### src/rtl/core/sbc_pkg.sv
// Shared constants, register codes and control bundle of the stereo bitcrusher.
`timescale 1ns / 1ps
`default_nettype none
package sbc_pkg;

  localparam int SAMPLE_WIDTH_DEF   = 16;
  localparam int MAX_DECIMATION_DEF = 64;

  // Configuration register widths
  localparam int DEC_W   = 7;
  localparam int DEPTH_W = 5;
  localparam int WET_W   = 9;

  localparam int CFG_IDX_W  = 2;
  localparam int CFG_DATA_W = 9;

  localparam logic [CFG_IDX_W-1:0] REG_DECIMATION = 2'd0;
  localparam logic [CFG_IDX_W-1:0] REG_DEPTH_BITS = 2'd1;
  localparam logic [CFG_IDX_W-1:0] REG_WET_LEVEL  = 2'd2;

  localparam logic [DEC_W-1:0]   DECIMATION_RST = 7'd1;
  localparam logic [DEPTH_W-1:0] DEPTH_RST      = 5'd16;
  localparam logic [WET_W-1:0]   WET_RST        = 9'd0;
  localparam logic [WET_W-1:0]   WET_FULL       = 9'd256;

  // Per-cycle commands from the sequencer to both channel lanes
  typedef struct packed {
    logic               take;
    logic               capture;
    logic               level_en;
    logic               div_load;
    logic               div_step;
    logic               mix_load;
    logic               mul_step;
    logic               mul_bit;
    logic               finish;
    logic               quant_off;
    logic [DEPTH_W-1:0] bits;
  } sbc_ctrl_t;

endpackage
`default_nettype wire

### src/rtl/core/sbc_ifs.sv
// Channel interfaces: input frame stream, result frame stream, register write port.
`timescale 1ns / 1ps
`default_nettype none
interface sbc_in_if #(
  parameter int W = sbc_pkg::SAMPLE_WIDTH_DEF
);
  logic         valid;
  logic         ready;
  logic [W-1:0] left_in;
  logic [W-1:0] right_in;

  modport source (output valid, output left_in, output right_in, input ready);
  modport sink   (input valid, input left_in, input right_in, output ready);
endinterface

interface sbc_out_if #(
  parameter int W = sbc_pkg::SAMPLE_WIDTH_DEF
);
  logic         valid;
  logic         ready;
  logic [W-1:0] left_out;
  logic [W-1:0] right_out;

  modport source (output valid, output left_out, output right_out, input ready);
  modport sink   (input valid, input left_out, input right_out, output ready);
endinterface

interface sbc_cfg_if;
  logic                            valid;
  logic                            ready;
  logic [sbc_pkg::CFG_IDX_W-1:0]  index;
  logic [sbc_pkg::CFG_DATA_W-1:0] data;

  modport source (output valid, output index, output data, input ready);
  modport sink   (input valid, input index, input data, output ready);
endinterface
`default_nettype wire

### src/rtl/core/stereo_bitcrusher.sv
// Top level of the stereo bitcrusher: sample-and-hold decimator, bit crusher, dry/wet mix.
//
// Usage:
//   in_chan  - one stereo frame per beat (left_in, right_in, signed Q1.15).
//   out_chan - one mixed frame per input beat (left_out, right_out), saturated.
//   cfg_chan - register writes: index 0 decimation, 1 depth_bits, 2 wet_level.
//              Always ready; write only while no frame is in flight.
// Each frame is taken, then steps through level, divider load, division, mix load,
//   serial multiply and finish; the input is not ready until that frame has finished,
//   so the next frame waits. The bit-serial divider (one quotient bit per cycle) and
//   the serial wet multiply (one wet bit per cycle) set the frame rate.
// The output beat sits in a register, so the next frame is taken and processed
//   while a result waits; if the receiver stalls past that, the sequencer holds the
//   finished frame and the input stays not-ready until the output register frees.
// Reset (synchronous, active low) clears the phase counter and hold samples and
//   loads decimation 1, depth 16, wet 0: the block then passes frames unchanged.
//
`timescale 1ns / 1ps
`default_nettype none
module stereo_bitcrusher #(
  parameter int SAMPLE_WIDTH   = sbc_pkg::SAMPLE_WIDTH_DEF,
  parameter int MAX_DECIMATION = sbc_pkg::MAX_DECIMATION_DEF
) (
  input  wire logic  clk,
  input  wire logic  rst_n,
  sbc_in_if.sink     in_chan,
  sbc_out_if.source  out_chan,
  sbc_cfg_if.sink    cfg_chan
);
  import sbc_pkg::*;

  // Shared control: both lanes step in lock-step off one sequencer
  sbc_ctrl_t ctrl;

  sbc_ctrl #(
    .SAMPLE_WIDTH   (SAMPLE_WIDTH),
    .MAX_DECIMATION (MAX_DECIMATION)
  ) u_ctrl (
    .clk       (clk),
    .rst_n     (rst_n),
    .in_valid  (in_chan.valid),
    .in_ready  (in_chan.ready),
    .out_ready (out_chan.ready),
    .out_valid (out_chan.valid),
    .cfg_valid (cfg_chan.valid),
    .cfg_ready (cfg_chan.ready),
    .cfg_index (cfg_chan.index),
    .cfg_data  (cfg_chan.data),
    .ctrl      (ctrl)
  );

  // Left channel lane
  sbc_lane #(
    .SAMPLE_WIDTH (SAMPLE_WIDTH)
  ) u_lane_left (
    .clk        (clk),
    .rst_n      (rst_n),
    .ctrl       (ctrl),
    .sample_in  (in_chan.left_in),
    .sample_out (out_chan.left_out)
  );

  // Right channel lane
  sbc_lane #(
    .SAMPLE_WIDTH (SAMPLE_WIDTH)
  ) u_lane_right (
    .clk        (clk),
    .rst_n      (rst_n),
    .ctrl       (ctrl),
    .sample_in  (in_chan.right_in),
    .sample_out (out_chan.right_out)
  );

endmodule
`default_nettype wire

### src/rtl/core/sbc_lane.sv
// One channel datapath: hold register, bit-serial quantizer divider, serial mixer.
`timescale 1ns / 1ps
`default_nettype none
module sbc_lane #(
  parameter int SAMPLE_WIDTH = sbc_pkg::SAMPLE_WIDTH_DEF
) (
  input  wire logic                    clk,
  input  wire logic                    rst_n,
  input  wire sbc_pkg::sbc_ctrl_t      ctrl,
  input  wire logic [SAMPLE_WIDTH-1:0] sample_in,
  output logic      [SAMPLE_WIDTH-1:0] sample_out
);
  import sbc_pkg::*;

  localparam int W      = SAMPLE_WIDTH;
  localparam int LVL_W  = W - 1;
  localparam int PROD_W = 2 * W;
  localparam int Q_W    = W + 1;
  localparam int DIFF_W = W + 2;
  localparam int ACC_W  = W + 10;
  localparam int SUM_W  = W + 11;
  localparam int RES_W  = SUM_W - 8;

  localparam logic [PROD_W-1:0] HALF_P = PROD_W'(1) << (W - 1);
  localparam logic [Q_W-1:0]    HALF_Q = Q_W'(1) << (W - 1);
  localparam logic [SUM_W-1:0]  RND    = SUM_W'(128);
  localparam logic [W-1:0]      SAT_MAX = {1'b0, {(W-1){1'b1}}};
  localparam logic [W-1:0]      SAT_MIN = {1'b1, {(W-1){1'b0}}};

  logic [W-1:0]      dry_r, held_r, out_r;
  logic [LVL_W-1:0]  level_r, rem_r;
  logic [W:0]        dsr_r;
  logic [Q_W-1:0]    q_r;
  logic [DIFF_W-1:0] diff_r;
  logic [ACC_W-1:0]  acc_r;

  logic [LVL_W-1:0]  steps;
  logic [W-1:0]      u;
  logic [PROD_W-1:0] prod;
  logic [LVL_W-1:0]  level_nxt;
  logic [W-1:0]      rem2, rem_sub;
  logic              ge;
  logic [LVL_W-1:0]  rem_nxt;
  logic [Q_W-1:0]    crushed;
  logic [DIFF_W-1:0] diff_nxt;
  logic [ACC_W-1:0]  acc_nxt;
  logic [SUM_W-1:0]  sum;
  logic [RES_W-1:0]  res;
  logic [W-1:0]      out_nxt;

  // steps = 2^bits - 1, level = (u*steps + half) >> W
  assign steps     = ~({LVL_W{1'b1}} << ctrl.bits);
  assign u         = {~held_r[W-1], held_r[W-2:0]};
  assign prod      = ({{W{1'b0}}, u} << ctrl.bits) - {{W{1'b0}}, u} + HALF_P;
  assign level_nxt = prod[W +: LVL_W];

  // Restoring division, one quotient bit per cycle
  assign rem2    = {rem_r, dsr_r[W]};
  assign ge      = (rem2 >= {1'b0, steps});
  assign rem_sub = rem2 - {1'b0, steps};
  assign rem_nxt = ge ? rem_sub[LVL_W-1:0] : rem2[LVL_W-1:0];

  assign crushed  = ctrl.quant_off ? {held_r[W-1], held_r} : (q_r - HALF_Q);
  assign diff_nxt = {crushed[Q_W-1], crushed} - {{2{dry_r[W-1]}}, dry_r};

  // Horner product, wet level MSB first
  assign acc_nxt = {acc_r[ACC_W-2:0], 1'b0}
                 + (ctrl.mul_bit ? {{(ACC_W-DIFF_W){diff_r[DIFF_W-1]}}, diff_r}
                                 : {ACC_W{1'b0}});

  assign sum = {acc_r[ACC_W-1], acc_r} + {{3{dry_r[W-1]}}, dry_r, 8'd0} + RND;
  assign res = sum[SUM_W-1:8];

  always_comb begin
    if ((res[RES_W-1:W-1] == '0) || (res[RES_W-1:W-1] == '1)) begin
      out_nxt = res[W-1:0];
    end else if (res[RES_W-1]) begin
      out_nxt = SAT_MIN;
    end else begin
      out_nxt = SAT_MAX;
    end
  end

  always_ff @(posedge clk) begin
    if (!rst_n) begin
      held_r <= '0;
    end else if (ctrl.capture) begin
      held_r <= sample_in;
    end
  end

  always_ff @(posedge clk) begin
    if (ctrl.take) begin
      dry_r <= sample_in;
    end
    if (ctrl.level_en) begin
      level_r <= level_nxt;
    end
    if (ctrl.div_load) begin
      rem_r <= level_r >> 1;
      dsr_r <= {level_r[0], 1'b0, steps >> 1};
      q_r   <= '0;
    end else if (ctrl.div_step) begin
      rem_r <= rem_nxt;
      dsr_r <= {dsr_r[W-1:0], 1'b0};
      q_r   <= {q_r[Q_W-2:0], ge};
    end
    if (ctrl.mix_load) begin
      diff_r <= diff_nxt;
      acc_r  <= '0;
    end else if (ctrl.mul_step) begin
      acc_r <= acc_nxt;
    end
    if (ctrl.finish) begin
      out_r <= out_nxt;
    end
  end

  assign sample_out = out_r;

endmodule
`default_nettype wire

### src/rtl/core/sbc_ctrl.sv
// Sequencer: configuration registers, decimator phase, step counter and handshakes.
`timescale 1ns / 1ps
`default_nettype none
module sbc_ctrl #(
  parameter int SAMPLE_WIDTH   = sbc_pkg::SAMPLE_WIDTH_DEF,
  parameter int MAX_DECIMATION = sbc_pkg::MAX_DECIMATION_DEF
) (
  input  wire logic                           clk,
  input  wire logic                           rst_n,
  input  wire logic                           in_valid,
  output logic                                in_ready,
  input  wire logic                           out_ready,
  output logic                                out_valid,
  input  wire logic                           cfg_valid,
  output logic                                cfg_ready,
  input  wire logic [sbc_pkg::CFG_IDX_W-1:0]  cfg_index,
  input  wire logic [sbc_pkg::CFG_DATA_W-1:0] cfg_data,
  output sbc_pkg::sbc_ctrl_t                  ctrl
);
  import sbc_pkg::*;

  localparam int CNT_W  = $clog2(SAMPLE_WIDTH + 1);
  localparam int WIDX_W = $clog2(WET_W);
  localparam int DEC_TOP   = (1 << DEC_W) - 1;
  localparam int DEC_CLAMP = (MAX_DECIMATION < DEC_TOP) ? MAX_DECIMATION : DEC_TOP;
  localparam logic [DEC_W-1:0]   DEC_MAX   = DEC_W'(DEC_CLAMP);
  localparam logic [DEPTH_W-1:0] DEPTH_MAX = DEPTH_W'(SAMPLE_WIDTH);
  localparam logic [CNT_W-1:0]   DIV_LAST  = CNT_W'(SAMPLE_WIDTH);
  localparam logic [CNT_W-1:0]   MUL_LAST  = CNT_W'(WET_W - 1);

  localparam logic [2:0] ST_IDLE  = 3'd0;
  localparam logic [2:0] ST_LEVEL = 3'd1;
  localparam logic [2:0] ST_LOAD  = 3'd2;
  localparam logic [2:0] ST_DIV   = 3'd3;
  localparam logic [2:0] ST_DIFF  = 3'd4;
  localparam logic [2:0] ST_MUL   = 3'd5;
  localparam logic [2:0] ST_FIN   = 3'd6;

  logic [2:0]         state_r, state_nxt;
  logic [CNT_W-1:0]   cnt_r, cnt_nxt;
  logic               out_valid_r, out_valid_nxt;
  logic [DEC_W-1:0]   dec_r, phase_r, phase_nxt;
  logic [DEPTH_W-1:0] depth_r;
  logic [WET_W-1:0]   wet_r, wet_eff;
  logic [DEC_W-1:0]   dec_eff;
  logic [DEC_W:0]     phase_inc;
  logic               bypass, hit, take;
  logic [WIDX_W-1:0]  wet_idx;

  assign bypass = (dec_r <= DEC_W'(1)) && (depth_r >= DEPTH_MAX) && (wet_r == '0);
  assign dec_eff = (dec_r == '0) ? DEC_W'(1) : ((dec_r > DEC_MAX) ? DEC_MAX : dec_r);
  assign wet_eff = (wet_r > WET_FULL) ? WET_FULL : wet_r;
  assign phase_inc = {1'b0, phase_r} + (DEC_W+1)'(1);
  assign hit       = (phase_inc >= {1'b0, dec_eff});
  assign take      = in_valid && (state_r == ST_IDLE);
  assign wet_idx   = WIDX_W'(WET_W - 1) - cnt_r[WIDX_W-1:0];

  always_comb begin
    phase_nxt = phase_r;
    if (take && !bypass) begin
      phase_nxt = hit ? DEC_W'(phase_inc - {1'b0, dec_eff}) : phase_inc[DEC_W-1:0];
    end
  end

  always_comb begin
    state_nxt      = state_r;
    cnt_nxt        = cnt_r;
    ctrl           = '0;
    ctrl.take      = take;
    ctrl.capture   = take && !bypass && hit;
    ctrl.quant_off = (depth_r >= DEPTH_MAX);
    ctrl.bits      = (depth_r == '0) ? DEPTH_W'(1) : depth_r;
    ctrl.mul_bit   = wet_eff[wet_idx];
    case (state_r)
      ST_IDLE: begin
        if (take) begin
          state_nxt = ST_LEVEL;
        end
      end
      ST_LEVEL: begin
        ctrl.level_en = 1'b1;
        state_nxt     = ST_LOAD;
      end
      ST_LOAD: begin
        ctrl.div_load = 1'b1;
        cnt_nxt       = '0;
        state_nxt     = ST_DIV;
      end
      ST_DIV: begin
        ctrl.div_step = 1'b1;
        cnt_nxt       = cnt_r + CNT_W'(1);
        if (cnt_r == DIV_LAST) begin
          state_nxt = ST_DIFF;
        end
      end
      ST_DIFF: begin
        ctrl.mix_load = 1'b1;
        cnt_nxt       = '0;
        state_nxt     = ST_MUL;
      end
      ST_MUL: begin
        ctrl.mul_step = 1'b1;
        cnt_nxt       = cnt_r + CNT_W'(1);
        if (cnt_r == MUL_LAST) begin
          state_nxt = ST_FIN;
        end
      end
      ST_FIN: begin
        if (!out_valid_r || out_ready) begin
          ctrl.finish = 1'b1;
          state_nxt   = ST_IDLE;
        end
      end
      default: begin
        state_nxt = ST_IDLE;
      end
    endcase
  end

  assign out_valid_nxt = ctrl.finish ? 1'b1 : (out_ready ? 1'b0 : out_valid_r);

  always_ff @(posedge clk) begin
    if (!rst_n) begin
      state_r     <= ST_IDLE;
      cnt_r       <= '0;
      out_valid_r <= 1'b0;
      phase_r     <= '0;
      dec_r       <= DECIMATION_RST;
      depth_r     <= DEPTH_RST;
      wet_r       <= WET_RST;
    end else begin
      state_r     <= state_nxt;
      cnt_r       <= cnt_nxt;
      out_valid_r <= out_valid_nxt;
      phase_r     <= phase_nxt;
      if (cfg_valid) begin
        case (cfg_index)
          REG_DECIMATION: dec_r   <= cfg_data[DEC_W-1:0];
          REG_DEPTH_BITS: depth_r <= cfg_data[DEPTH_W-1:0];
          REG_WET_LEVEL:  wet_r   <= cfg_data[WET_W-1:0];
          default: begin
          end
        endcase
      end
    end
  end

  assign in_ready  = (state_r == ST_IDLE);
  assign out_valid = out_valid_r;
  assign cfg_ready = 1'b1;

`ifndef SYNTH
  a_fin_free: assert property (@(posedge clk) disable iff (!rst_n)
    ctrl.finish |-> (!out_valid_r || out_ready))
    else $error("result loaded over an untaken beat");
  a_take_busy: assert property (@(posedge clk) disable iff (!rst_n)
    take |=> !in_ready)
    else $error("input still open after a beat was taken");
  a_valid_src: assert property (@(posedge clk) disable iff (!rst_n)
    $rose(out_valid_r) |-> $past(ctrl.finish))
    else $error("output valid rose without a finished frame");
  a_div_cnt: assert property (@(posedge clk) disable iff (!rst_n)
    (state_r == ST_DIV) |-> (cnt_r <= DIV_LAST))
    else $error("divider step count out of range");
`endif

endmodule
`default_nettype wire
### src/flat_wrapper.sv
// flat-port wrapper written by rule: the top's interface ports become plain ports
module stereo_bitcrusher_flat import sbc_pkg::*;
#(
  parameter int SAMPLE_WIDTH   = sbc_pkg::SAMPLE_WIDTH_DEF,
  parameter int MAX_DECIMATION = sbc_pkg::MAX_DECIMATION_DEF
)
  (clk, rst_n, in_chan_valid, in_chan_left_in, in_chan_right_in, in_chan_ready, out_chan_valid, out_chan_left_out, out_chan_right_out, out_chan_ready, cfg_chan_valid, cfg_chan_index, cfg_chan_data, cfg_chan_ready);
  sbc_in_if in_chan_i ();
  sbc_out_if out_chan_i ();
  sbc_cfg_if cfg_chan_i ();
  input  wire logic clk;
  input  wire logic rst_n;
  input wire logic [$bits(in_chan_i.valid)-1:0] in_chan_valid;
  input wire logic [$bits(in_chan_i.left_in)-1:0] in_chan_left_in;
  input wire logic [$bits(in_chan_i.right_in)-1:0] in_chan_right_in;
  output wire logic [$bits(in_chan_i.ready)-1:0] in_chan_ready;
  output wire logic [$bits(out_chan_i.valid)-1:0] out_chan_valid;
  output wire logic [$bits(out_chan_i.left_out)-1:0] out_chan_left_out;
  output wire logic [$bits(out_chan_i.right_out)-1:0] out_chan_right_out;
  input wire logic [$bits(out_chan_i.ready)-1:0] out_chan_ready;
  input wire logic [$bits(cfg_chan_i.valid)-1:0] cfg_chan_valid;
  input wire logic [$bits(cfg_chan_i.index)-1:0] cfg_chan_index;
  input wire logic [$bits(cfg_chan_i.data)-1:0] cfg_chan_data;
  output wire logic [$bits(cfg_chan_i.ready)-1:0] cfg_chan_ready;
  assign in_chan_i.valid = in_chan_valid;
  assign in_chan_i.left_in = in_chan_left_in;
  assign in_chan_i.right_in = in_chan_right_in;
  assign in_chan_ready = in_chan_i.ready;
  assign out_chan_valid = out_chan_i.valid;
  assign out_chan_left_out = out_chan_i.left_out;
  assign out_chan_right_out = out_chan_i.right_out;
  assign out_chan_i.ready = out_chan_ready;
  assign cfg_chan_i.valid = cfg_chan_valid;
  assign cfg_chan_i.index = cfg_chan_index;
  assign cfg_chan_i.data = cfg_chan_data;
  assign cfg_chan_ready = cfg_chan_i.ready;
  stereo_bitcrusher #(.SAMPLE_WIDTH(SAMPLE_WIDTH), .MAX_DECIMATION(MAX_DECIMATION)) u_core (.clk(clk), .rst_n(rst_n), .in_chan(in_chan_i), .out_chan(out_chan_i), .cfg_chan(cfg_chan_i));
endmodule
### config.mk
export PLATFORM = sky130hd
export DESIGN_NAME = stereo_bitcrusher_flat
export DESIGN_NICKNAME = d
export VERILOG_FILES = /design/src/rtl/core/sbc_pkg.sv /design/src/rtl/core/sbc_ifs.sv /design/src/rtl/core/stereo_bitcrusher.sv /design/src/rtl/core/sbc_lane.sv /design/src/rtl/core/sbc_ctrl.sv /design/src/flat_wrapper.sv
export SDC_FILE = /design/constraint.sdc
export NUM_CORES = 1
export LEC_CHECK = 0
export BUFFER_PORTS_ARGS = -buffer_cell sky130_fd_sc_hd__buf_2
export CAP_MARGIN = 20
export CORE_ASPECT_RATIO = 2
export CORE_MARGIN = 4
export CORE_UTILIZATION = 40
export DETAILED_ROUTE_END_ITERATION = 6
export GPL_TIMING_DRIVEN = 0
export PLACE_DENSITY = 0.66
export RECOVER_POWER = 100
export SYNTH_ARGS = -nofsm -noshare
export SYNTH_HDL_FRONTEND = slang
export SYNTH_HIERARCHICAL = 1
export SYNTH_SLANG_ARGS = --single-unit
### constraint.sdc
create_clock -name clk -period 6.7 [get_ports clk]
set_input_delay 0.335 -clock clk [delete_from_list [all_inputs] [get_ports clk]]
set_output_delay 0.335 -clock clk [all_outputs]
set_load 0.03 [all_outputs]
# Yosys cells after proc, flatten, opt, wreduce, memory -nomap -nowiden
# Index checks and enable logic that the tools add are counted.
# totals
reg_bits	349
out_inout_bits	35
word_cells	145
# classes
add_sub_neg	20
n_lt_le_gt_ge	8
eq_ne	16
n_shift	3
n_mux	40
bitwise	3
n_reduce_logical	26
# op_table
op	n
$mux W17	6
$mux W16	4
$add A31 B16 Y31 const B	2
$shl A16 B5 Y31	2
$sub A31 B16 Y31	2
$mux W14	4
$add A26 B24 Y27	2
$add A27 B8 Y27 const B	2
$add A26 B26 Y26	2
$mux W26	2
$sub A17 B16 Y18	2
$sub A17 B16 Y17 const B	2
$ge A16 B15 Y1	2
$mux W15	2
$sub A15 B15 Y15	2
$mux W7	3
$pmux W3 S7	1
$not A15 Y15	1
$shl A15 B5 Y15 const A	1
$mux W3	4
$mux W1	10
$pmux W5 S2	1
$eq A3 B3 Y1 const B	3
$gt A9 B9 Y1 const B	1
other kinds (35)	53

# Depth between registers and ports, before layout
# depth
ltp_word	8
depth_mapped	22
depth_no_buf	19

# By module
# The synthesis kept the hierarchy.
# modules_own_cells
mod	instances	cells_per_inst	area_per_inst_um2	seq_area_each_um2
sbc_lane (u_core.u_lane_right)	1	1359	12174.2	4063.9
sbc_lane (u_core.u_lane_left)	1	1348	12066.6	4063.9
sbc_ctrl	1	269	2233.4	740.7

# Worst setup path after synthesis
# OpenSTA, ideal clock, no wires.
# synth_path
kind	register to register
startpoint	register u_core.u_ctrl.depth_r[1]
endpoint	register u_core.u_lane_right.level_r[14], data pin
setup_ns	0.261
t_arrival_ns	4.938
required_time_ns	6.439
slack_ns	1.501
path_stages_with_launch	20
path_buffers	3
synth_period_minus_slack_ns	5.199
path_cell_list	dfxtp_1 o41ai_1 buf_6 buf_8 clkbuf_1 mux2i_1 a21oi_1 mux2i_1 nor2_1 a31oi_1 nor2_1 ha_1 ha_1 a21o_1 a21oi_1 a2111oi_0 a211oi_2 nor3_2 nor2_1 a311o_1
# synth_rtl
element	line	rtl
from (decl)	sbc_ctrl.sv:43	logic [DEPTH_W-1:0] depth_r;
from (signal assigned)	sbc_ctrl.sv:139	REG_DEPTH_BITS: depth_r <= cfg_data[DEPTH_W-1:0];
to (signal assigned)	sbc_lane.sv:97	level_r <= level_nxt;
to (decl)	sbc_lane.sv:31	logic [LVL_W-1:0] level_r, rem_r;

==> results by group <==
Status
  • Status: finished with violations
  • Failing checks: max-capacitance violations, max-slew violations

Detailed routing
  • Total number of vias: 22388
  • DR DRC count: 0
  • Vias/cell: 5.566
  • Final WL: 76.05 mm
  • DR iter-0 viols: 1261
  • WL/cell: 18.91 microns
  • Antenna Violating Nets Remaining: 0
  • First-pass DRT Iterations: 5

GRT
  • Initial antenna violation count: 2
  • All-Layer GR Usage: 0.2087
  • Largest net degree at the start of global routing: 33
  • Global route overflow: 0
  • Global-route wire length before repair: 118.4 mm
  • Vias in the first global route: 22390

Logic synthesis
  • Cells after Synth: 2976
  • Post-synth EDFFs: 188
  • Post-synthesis cell area: 0.02647 sq mm
  • Mean area per synthesized cell: 8.896 sq um
  • Top FF cell, synth: edfxtp_1
  • Sequential fraction of the synthesis area: 0.3350
  • Post-Syn Nets: 3277
  • Syn. warnings: 6
  • Yosys reg bits: 349
  • Synth cell types: 102
  • Async set-reset flop share out of synthesis: 0

Pwr
  • Sequential share of power: 0.372
  • Worst vdd ir: 170.5 uV
  • Power Total: 7.599 mW
  • Leak pwr: 11.98 nW
  • Int Pwr: 4.911 mW
  • Switch share: 0.3537
  • Clock power share: 0.278
  • Pwr per Cell Area: 260.3 mW/mm^2
  • Comb pwr share: 0.350
  • Sw power: 2.688 mW

Die
  • Die area: 0.07062 sq mm
  • Rows: 133
  • Die H: 371.8 microns
  • # IOs: 83
  • Initial Utilization: 0.4028
  • Die X: 189.9 microns
  • Core ar.: 0.06573 sq mm

Critical path
  • Slowest-stage cell, CP: o41ai_4
  • CP delay by family, top: compound AO/OA/AOI/OAI gates
  • Critical path peak fanout: 10
  • CP arrival: 6230 ps
  • Max stage delay on crit path: 840 ps
  • R2R Path Start: u_core/u_ctrl/depth_r[1]
  • Worst Setup End Kind: register
  • Critical Path Start: u_core/u_ctrl/depth_r[1]
  • Crit-path cells: o41ai_2 > clkbuf_1 > buf_6 > buf_4 > clkbuf_1 > or3_1 > ha_1 > inv_1 > fa_1 > a21o_1 > a21oi_1 > o21ai_0 > a21oi_1 > nor2_1 > o41ai_4 > buf_6 > mux2i_1 > o21ai_0
  • Crit Path Class: reg -> reg
  • WP buf/inv: 6
  • CP Data Required Time: 6980 ps
  • CP startpoint kind: register

STA
  • Max_slew headroom: -0.3853
  • RSZ-0062 raised after global routing: false
  • Tmin final: 5951 ps
  • Final hold viol count: 0
  • Slew @ Worst Pin: 2078 ps
  • TNS Setup: 0 ps
  • Final Max Tran Viols: 127
  • Setup WS post-layout: 748.5 ps
  • Clock skew: 26.98 ps
  • Final setup vio count: 0
  • F_max: 0.1680 GHz
  • Final worst path period share: 0.8883

Final layout
  • Leading cell types in the layout, fill and taps excluded: 279 x nor2_1, 244 x ha_1, 223 x a21oi_1
  • Final Cell Area: 0.02920 sq mm
  • # nets final: 3417
  • Area Growth Syn to Fin: 10.28%
  • Final Util: 0.4442
  • Fraction of layout cells with a size suffix above 1: 0.05821
  • Commonest non-fill, non-tap cell in the layout: nor2_1

Place
  • Setup Slack @ Placement: 954.4 ps
  • Routability congestion estimate: 0.9294
  • Area after DPL: 0.02809 sq mm
  • Port Buffer Count: 81
  • Post-DP HPWL: 61.21 mm

CTS
  • Sink Count: 349
  • # Post-CTS Setup Buffers: 0
  • Clk slew on worst S/H paths: 70 ps
  • H-tree Lvls: 2
  • CTS tree: built
  • Worst-Skew Late Latency: 550 ps
  • CTS Buf Count: 36
  • Clock tree buffer depth: 3
  • Root Driver: clkbuf_16

Job
  • Max-cap violation count: 4

Hold path
  • Hold crit path type: in -> reg
  • Min-delay src: cfg_chan_data[7]
==> path summary, 6_finish.rpt <==
path                                                endpoint  slack [ps]  cells after the start
worst min register to register  u_core/u_lane_right/acc_r[0]         470                      2
worst max register to register  u_core/u_lane_left/rem_r[11]         750                     18
worst max-delay path            u_core/u_lane_left/rem_r[11]         750                     18
worst min-delay path                  u_core/u_ctrl/wet_r[7]          40                      3
==> routing by layer <==
| metal | global-route usage | part of all wire | vias to the layer above |
|---|---|---|---|
| met3 | 0.01912 | 0.035 | 219 |
| met2 | 0.4141 | 0.55 | 576 |
| met5 | 0 | 0.00017 | - |
| li1 | - | - | 11058 |
| met4 | 0.1085 | 0.058 | 2 |
| met1 | 0.2117 | 0.36 | 10533 |
==> worst min-delay path: cells and delay by family <==
family	cells	cell delay (ps)
buf+inv	1	80
mux	1	50
simple gates	1	80
==> cells by family after synthesis <==
kind of cell | share of synthesized area
compound gates | 0.1900
xor+xnor | 0.04665
flops | 0.3350
fa+ha+maj | 0.1221
simple gates | 0.1652
other cells | 0.0001416
buf+inv | 0.04948
mux | 0.09136
==> metrics by stage <==
| stage | cells | hold slack [ps] |
|---|---|---|
| after floorplan | 2976 | 433.9 |
| after global placement | 3934 | 459.4 |
| final | 4022 | 40.29 |
| after global routing | 4021 | 65.53 |
| after detailed placement | 3941 | 460.4 |
| after CTS | 4021 | 7.189 |
==> power groups by stage <==
stage,registers [mW],clock network (mW),logic [mW]
2_1_floorplan,2.76,0,2.01
3_3_place_gp,2.86,0,2.66
3_5_place_dp,2.86,0,2.69
4_1_cts,2.82,2.16,2.72
5_1_grt,2.84,2.24,2.96
6_report,2.82,2.12,2.66
==> what timing repair did <==
action | in CTS | in global routing
gates resized for setup | 0 | 0
hold buffers | 14 | 0
hold endpoints to repair | 14 | 0
==> area by class of cell <==
class | count | area [sq um]
diodes | 1 | 2.502
plain buffers | 120 | 510.5
clock buffers | 48 | 1061
clock inverters | 18 | 177.7
fillers | 6469 | 36540
inverters | 205 | 769.5
multi-input cells | 2302 | 16220
flip-flops and latches | 349 | 8869
well taps | 877 | 1097
repair buffers | 102 | 488.0
==> flip-flops by register name (all words and copies together), names as in the netlist, 5 cells and up <==
name	count
u_core/u_lane_left/held_r	16
u_core/u_lane_right/diff_r	18
u_core/u_ctrl/wet_r	9
u_core/u_lane_left/level_r	15
u_core/u_lane_right/q_r	17
u_core/u_lane_right/sample_out	16
u_core/u_lane_left/diff_r	18
u_core/u_lane_left/sample_out	16
u_core/u_ctrl/phase_r	7
u_core/u_lane_left/dsr_r	17
u_core/u_lane_left/dry_r	16
u_core/u_ctrl/depth_r	5
u_core/u_lane_right/acc_r	26
u_core/u_lane_right/dry_r	16
u_core/u_lane_left/rem_r	15
u_core/u_lane_right/held_r	16
u_core/u_ctrl/cnt_r	5
u_core/u_lane_right/level_r	15
u_core/u_lane_right/dsr_r	17
u_core/u_ctrl/dec_r	7
u_core/u_lane_right/rem_r	15
u_core/u_lane_left/acc_r	26
u_core/u_lane_left/q_r	17
==> synth_stat cells (46+ instances only) <==
cell / count / share of area
inv_1: 201 / 0.028
a21oi_1: 222 / 0.042
nor3_1: 74 / 0.014
dfxtp_1: 161 / 0.12
edfxtp_1: 188 / 0.21
ha_1: 244 / 0.12
xnor2_1: 83 / 0.027
a21o_1: 66 / 0.019
o21ai_0: 184 / 0.035
nor2_1: 279 / 0.040
nand2_1: 209 / 0.030
xor2_1: 58 / 0.019
clkbuf_1: 79 / 0.011
mux2i_1: 161 / 0.061
o21a_1: 46 / 0.013
nand3_1: 62 / 0.012
nor2b_1: 67 / 0.016
and2_1: 57 / 0.013
Note: power is estimated with default switching activity, not from simulation.
